$ cat config.mk
export PLATFORM = sky130hd
export DESIGN_NAME = fspa_ctrl
export DESIGN_NICKNAME = d
export VERILOG_FILES = /design/src/fspa_pkg.sv /design/src/fspa_ctrl.sv
export SDC_FILE = /design/constraint.sdc
export NUM_CORES = 1
export LEC_CHECK = 0
export BUFFER_PORTS_ARGS = -buffer_cell sky130_fd_sc_hd__buf_2
export CELL_PAD_IN_SITES_DETAIL_PLACEMENT = 1
export CELL_PAD_IN_SITES_GLOBAL_PLACEMENT = 1
export CORE_AREA = 2 2 39 41
export DETAILED_ROUTE_END_ITERATION = 6
export DIE_AREA = 0 0 41 43
export PLACE_DENSITY = 0.7
export SETUP_SLACK_MARGIN = 0.1
export SLEW_MARGIN = 10
export SYNTH_ARGS = -nofsm -noshare
export SYNTH_HDL_FRONTEND = slang
export SYNTH_SLANG_ARGS = --single-unit
$ cat constraint.sdc
create_clock -name clk -period 2.1 [get_ports clk]
set_clock_uncertainty 0.15 [all_clocks]
set_input_delay 0.21 -clock clk [delete_from_list [all_inputs] [get_ports clk]]
set_output_delay 0.21 -clock clk [all_outputs]
set_load 0.05 [all_outputs]
$ cat src/fspa_pkg.sv
package fspa_pkg;

	// parameter defaults
	localparam int MAX_CHUNKS_DEF     = 16;
	localparam int MAX_FREE_SLOTS_DEF = 16384;
	localparam int LINK_BYTES_DEF     = 4;

	// fixed widths
	localparam int CFG_W     = 13;
	localparam int LIMIT_W   = 5;
	localparam int CFG_IDX_W = 2;
	localparam int ADDR_W    = 16;
	localparam int BYTES_W   = 17;
	localparam int STATUS_W  = 2;
	// rounded slot length can reach 8192
	localparam int RW        = CFG_W + 1;
	localparam int TAIL_GAP  = 4;

	// register indexes
	localparam logic [CFG_IDX_W-1:0] REG_SLOT_LEN    = 2'd0;
	localparam logic [CFG_IDX_W-1:0] REG_CHUNK_LEN   = 2'd1;
	localparam logic [CFG_IDX_W-1:0] REG_CHUNK_LIMIT = 2'd2;

	// register reset values
	localparam logic [CFG_W-1:0]   SLOT_LEN_RST    = 13'd16;
	localparam logic [CFG_W-1:0]   CHUNK_LEN_RST   = 13'd4096;
	localparam logic [LIMIT_W-1:0] CHUNK_LIMIT_RST = 5'd16;

	// input commands
	localparam logic CMD_ALLOC   = 1'b0;
	localparam logic CMD_RELEASE = 1'b1;

	// result status codes
	localparam logic [STATUS_W-1:0] STATUS_OK       = 2'd0;
	localparam logic [STATUS_W-1:0] STATUS_NO_SPACE = 2'd1;
	localparam logic [STATUS_W-1:0] STATUS_OVERFLOW = 2'd2;

	localparam logic [BYTES_W-1:0] BYTES_MAX = 17'h1FFFF;

	typedef enum logic [2:0] {
		ST_IDLE,
		ST_DECIDE,
		ST_DIVIDE,
		ST_CARVE,
		ST_POP,
		ST_FINISH
	} fspa_state_t;

	// controller to datapath
	typedef struct packed {
		logic accept;
		logic push;
		logic pop;
		logic div_start;
		logic carve;
		logic load_out;
	} fspa_cmd_t;

	// datapath to controller
	typedef struct packed {
		logic is_release;
		logic empty;
		logic can_take;
		logic div_done;
	} fspa_stat_t;

	// clamp a byte count to the result field
	function automatic logic [BYTES_W-1:0] fspa_sat(input logic [31:0] v);
		logic [BYTES_W-1:0] r;
		if (v > 32'(BYTES_MAX)) begin
			r = BYTES_MAX;
		end else begin
			r = v[BYTES_W-1:0];
		end
		return r;
	endfunction

endpackage

$ cat src/fspa_ctrl.sv
module fspa_ctrl import fspa_pkg::*; (
	input  logic       clk,
	input  logic       arst_n,
	input  logic       in_valid,
	output logic       in_stall,
	output logic       out_valid,
	input  logic       out_stall,
	input  fspa_stat_t stat,
	output fspa_cmd_t  cmd
);

	fspa_state_t state_q;
	fspa_state_t state_d;
	logic        out_valid_q;
	logic        out_free;
	logic        accept;
	logic        carve_now;

	assign out_free  = !out_valid_q || !out_stall;
	assign in_stall  = !((state_q == ST_IDLE) || ((state_q == ST_FINISH) && out_free));
	assign accept    = in_valid && !in_stall;
	assign carve_now = !stat.is_release && stat.empty && stat.can_take;
	assign out_valid = out_valid_q;

	// next state
	always_comb begin
		state_d = state_q;
		unique case (state_q)
			ST_IDLE: begin
				if (accept) begin
					state_d = ST_DECIDE;
				end
			end
			ST_DECIDE: begin
				state_d = carve_now ? ST_DIVIDE : ST_FINISH;
			end
			ST_DIVIDE: begin
				if (stat.div_done) begin
					state_d = ST_CARVE;
				end
			end
			ST_CARVE: begin
				state_d = ST_POP;
			end
			ST_POP: begin
				state_d = ST_FINISH;
			end
			ST_FINISH: begin
				if (out_free) begin
					state_d = accept ? ST_DECIDE : ST_IDLE;
				end
			end
			default: begin
				state_d = ST_IDLE;
			end
		endcase
	end

	// datapath commands
	always_comb begin
		cmd           = '0;
		cmd.accept    = accept;
		cmd.push      = (state_q == ST_DECIDE) && stat.is_release;
		cmd.div_start = (state_q == ST_DECIDE) && carve_now;
		cmd.pop       = ((state_q == ST_DECIDE) && !stat.is_release && !carve_now) ||
			(state_q == ST_POP);
		cmd.carve     = (state_q == ST_CARVE);
		cmd.load_out  = (state_q == ST_FINISH) && out_free;
	end

	// state and output beat flag
	always_ff @(posedge clk or negedge arst_n) begin
		if (!arst_n) begin
			state_q     <= ST_IDLE;
			out_valid_q <= 1'b0;
		end else begin
			state_q <= state_d;
			if (cmd.load_out) begin
				out_valid_q <= 1'b1;
			end else if (!out_stall) begin
				out_valid_q <= 1'b0;
			end
		end
	end

endmodule

==> flow_summary.html <==
<table>
<tr><th>Metric</th><th>Value</th></tr>
<tr><th colspan="2">Power and ir drop</th></tr>
<tr><td>Peak supply drop</td><td>~730 uV</td></tr>
<tr><td>Logic gate share of total power</td><td>0.677</td></tr>
<tr><td>Fraction of power spent switching nets</td><td>0.5633</td></tr>
<tr><td>Leak</td><td>between 0.2 and 0.25 nW</td></tr>
<tr><td>Post-route total power</td><td>0.8143 mW</td></tr>
<tr><td>Internal Dissipation</td><td>~0.36 mW</td></tr>
<tr><td>Areal power density over the cells</td><td>approximately 1900 nW/um^2</td></tr>
<tr><td>Part of the total power dissipated in sequential elements</td><td>0.204</td></tr>
<tr><td>Clock network fraction of design power</td><td>0.119</td></tr>
<tr><td>Switching pwr</td><td>approximately 0.46 mW</td></tr>
<tr><th colspan="2">Floorplan</th></tr>
<tr><td>Starting density of the core</td><td>0.2098</td></tr>
<tr><td>IO Pins</td><td>16</td></tr>
<tr><td>Core Box Area</td><td>between 1000 and 1500 sq um</td></tr>
<tr><td>Overall die area</td><td>about 1800 sq um</td></tr>
<tr><td>Number of cell rows</td><td>14</td></tr>
<tr><td>Die Wd</td><td>approximately 40 microns</td></tr>
<tr><td>Vertical die dimension</td><td>between 40 and 50 microns</td></tr>
<tr><th colspan="2">STA</th></tr>
<tr><td>Min Clock Period, post-route</td><td>about 1.9 ns</td></tr>
<tr><td>Transition at the pin with the smallest max-transition slack</td><td>0.2786 ns</td></tr>
<tr><td>Count of final max-slew check failures</td><td>0</td></tr>
<tr><td>Hold Vio Cnt, Final</td><td>0</td></tr>
<tr><td>Fmax</td><td>roughly 520 MHz</td></tr>
<tr><td>Post-Route Setup TNS</td><td>0 ns</td></tr>
<tr><td>Setup violation total in the final timing report</td><td>0</td></tr>
<tr><td>Final clock period utilization by the worst path</td><td>0.9100</td></tr>
<tr><td>RSZ-0062 raised after global routing</td><td>no</td></tr>
<tr><td>Max transition margin</td><td>0.8142</td></tr>
<tr><th colspan="2">Critical path</th></tr>
<tr><td>Critical Path Sink Type</td><td>output port</td></tr>
<tr><td>Total buffers and inverters traversed by the critical path</td><td>1</td></tr>
<tr><td>Cells along the critical path</td><td>a21bo_1 &gt; a211o_2 &gt; nor2_2 &gt; clkbuf_4</td></tr>
<tr><td>Maximum cell stage delay along the critical path</td><td>slightly above 0.4 ns</td></tr>
<tr><td>Worst path slowest cell</td><td>dfrtp_2</td></tr>
<tr><td>Crit-path max FO</td><td>7</td></tr>
<tr><td>Data arrival time at the worst-slack endpoint</td><td>roughly 1.6 ns</td></tr>
<tr><td>Kind of cell with the highest combined delay on the critical path</td><td>compound AO/OA/AOI/OAI gates</td></tr>
<tr><td>Kind of start point of the critical path</td><td>register</td></tr>
<tr><td>Length in cells of the worst reg-to-reg path</td><td>2</td></tr>
<tr><td>Worst EP required</td><td>around 1.7 ns</td></tr>
<tr><td>Setup CP Type</td><td>register to output port</td></tr>
<tr><td>Logic depth of the worst path, buffers included</td><td>4</td></tr>
<tr><th colspan="2">Clock network</th></tr>
<tr><td>CTS tree</td><td>yes</td></tr>
<tr><td># clock sinks</td><td>4</td></tr>
<tr><td>CTS root buffer</td><td>clkbuf_4</td></tr>
<tr><td>Clk pin slew, worst setup/hold paths</td><td>around 0.040 ns</td></tr>
<tr><td>Clock Path Buffers</td><td>2</td></tr>
<tr><td>Clock latency at the later pin of the worst-skew pair</td><td>roughly 0.24 ns</td></tr>
<tr><td>Number of buffers created by CTS</td><td>3</td></tr>
<tr><td>Maximum level of the CTS H-tree</td><td>1</td></tr>
<tr><th colspan="2">Finish</th></tr>
<tr><td>Number of standard cells in the final layout excluding fillers</td><td>between 60 and 70</td></tr>
<tr><td>Fill cell total of the finished layout</td><td>roughly 170</td></tr>
<tr><td>Synth-to-Final Area Change</td><td>48.28%</td></tr>
<tr><td>Layout Nets</td><td>63</td></tr>
<tr><td>Layout cell share with drive strength beyond 1</td><td>0.5283</td></tr>
<tr><td>Most common library cell in the layout ignoring fill and taps</td><td>buf_2</td></tr>
<tr><td>Antenna fix cells</td><td>0</td></tr>
<tr><td>Highest-count cells in the layout ignoring fill and taps</td><td>buf_2 (14), nor2_1 (5), clkbuf_4 (4)</td></tr>
<tr><th colspan="2">Global routing</th></tr>
<tr><td>Grt ovf</td><td>0</td></tr>
<tr><td>Maximum number of pins on one net before global-route repair</td><td>10</td></tr>
<tr><td>First-pass GRT wire length</td><td>~1300 microns</td></tr>
<tr><td>GR Util All Layers</td><td>0.1187</td></tr>
<tr><td>Number of antenna violations at the first check in global routing</td><td>0</td></tr>
<tr><td>Vias in the first global route</td><td>290</td></tr>
<tr><th colspan="2">Synth</th></tr>
<tr><td>Syn nets</td><td>between 40 and 50</td></tr>
<tr><td>Post-Synthesis Cells</td><td>35</td></tr>
<tr><td>Per-instance average area after synthesis</td><td>8.294 sq um</td></tr>
<tr><td>YS warnings</td><td>0</td></tr>
<tr><td>Share of the synthesized area in the top cell type</td><td>0.3448</td></tr>
<tr><td>Sequential fraction of the synthesis area</td><td>0.3448</td></tr>
<tr><td>Synthesized cell area</td><td>between 200 and 300 sq um</td></tr>
<tr><td>Seq cells post-synth</td><td>4</td></tr>
<tr><td>Top cells by area, synth</td><td>dfrtp_1 (34%), nor2_1 (6.5%), buf_4 (5.2%)</td></tr>
<tr><td>Synth unique cells</td><td>23</td></tr>
<tr><td>Cell type with the largest total area after synthesis</td><td>dfrtp_1</td></tr>
<tr><th colspan="2">Placed design</th></tr>
<tr><td>PortBufs</td><td>15</td></tr>
<tr><td>Cell count after placement</td><td>between 60 and 70</td></tr>
<tr><td>Final GP Congestion</td><td>around 0.76</td></tr>
<tr><td>HPWL after DPL</td><td>approximately 610 microns</td></tr>
<tr><th colspan="2">Drt</th></tr>
<tr><td>DRC violations left</td><td>0</td></tr>
<tr><td>Total length of routed wires</td><td>between 800 and 900 microns</td></tr>
<tr><td>Remaining number of nets flagged by the antenna check after routing</td><td>0</td></tr>
<tr><td>Avg Vias per Cell</td><td>between 4 and 5</td></tr>
<tr><td>Iteration-0 DRC Markers</td><td>1</td></tr>
<tr><td>Average wire length per cell after detail routing</td><td>between 10 and 15 microns</td></tr>
<tr><td>Length of the first detailed-routing pass in iterations</td><td>4</td></tr>
<tr><td>Total number of vias</td><td>roughly 320</td></tr>
<tr><th colspan="2">Run status</th></tr>
<tr><td>Run status</td><td>complete, no violations</td></tr>
<tr><th colspan="2">Flow run</th></tr>
<tr><td>Max-capacitance violation count</td><td>0</td></tr>
<tr><th colspan="2">Hold path</th></tr>
<tr><td>Worst hold stages</td><td>3</td></tr>
<tr><td>Class of the tightest hold or removal check</td><td>input port to register</td></tr>
</table>
==> layout make-up <==
class | instances | area (sq um) | share of cell area
Sequential cell | 4 | 101.3 | 0.2355
Multi-Input combinational cell | 24 | 165.2 | 0.3837
Tap cell | 16 | 20.02 | 0.04651
Inverter | 3 | 11.26 | 0.02616
Timing Repair Buffer | 19 | 110.1 | 0.2558
Clock buffer | 3 | 22.52 | 0.05233
==> synthesized netlist by cell type <==
master    instances
a211o_1           1
dfrtp_1           4
o21ai_0           2
o21ba_2           1
nor2b_1           1
nor2_2            1
nand2_1           1
mux2i_1           1
nor2_1            5
buf_2             1
a31oi_1           2
a21o_1            1
a31o_2            1
and3_1            1
nor3b_1           1
o32ai_1           1
inv_1             3
a21bo_1           1
clkbuf_2          1
nand2b_1          1
nor3_1            1
nand3b_1          1
buf_4             2
==> per-stage QoR <==
step,hold WS [ns],cell area (sq um),setup WS [ns],util
floorplan,-0.2356,301.5,0.1631,-
finish,0.07052,430.4,0.1891,0.3110
detailed placement,-0.1295,371.6,0.2721,0.2685
CTS,0.06886,405.4,0.1027,0.2929
global placement,-0.1312,371.6,0.3208,0.2685
global route,0.08423,430.4,0.1214,0.3110
==> tightest hold or removal path, stage by stage <==
cell,delay (ns)
buf_2,0.09
nand2_1,0.06
o21ai_0,0.07
==> power by group through the flow <==
stage	registers (mW)	clock network [mW]	logic, mW
floorplan	0.156	0	0.435
global placement	0.174	0	0.487
detailed placement	0.173	0	0.494
CTS	0.175	0.103	0.496
global route	0.174	0.108	0.587
finish	0.166	0.0970	0.551
==> final timing paths <==
check,start,endpoint,slack (ns)
min in group asynchronous,arst_n,out_valid,0.15
worst max-delay path,state_q[2],cmd[5],0.19
max in group asynchronous,arst_n,state_q[2],1.50
worst max register to register,state_q[1],state_q[0],0.75
worst min register to register,out_valid,out_valid,0.38
worst min-delay path,out_stall,out_valid,0.07
==> metal layers <==
layer / share of wire / up-vias / wire length [microns] / GRT usage
li1: - / 156 / - / -
met1: 0.47 / 156 / 382 / 0.1650
met2: 0.50 / 6 / 404 / 0.1438
met3: 0.028 / 0 / 23 / 0.03141
met4: 0 / 0 / 0 / 0.1000
met5: 0 / - / 0 / 0
==> sequential cells by signal (all words and copies together) (netlist names) <==
name and count:
out_valid 1, state_q 3
==> repair_timing <==
item,4_1_cts,5_1_grt
hold endpoints to repair,4,0
hold buffers,1,0
setup endpoints to repair,1,1
resized for setup,1,1
cloned,0,0
buffers inserted,0,3
==> cells by family after synthesis <==
kind of cell | after synthesis | share of synthesized area
compound gates | 10 | 0.2630
buf+inv | 7 | 0.1249
flops | 4 | 0.3448
mux | 1 | 0.03448
simple gates | 13 | 0.2328
Power figures use the tool's default switching activity.
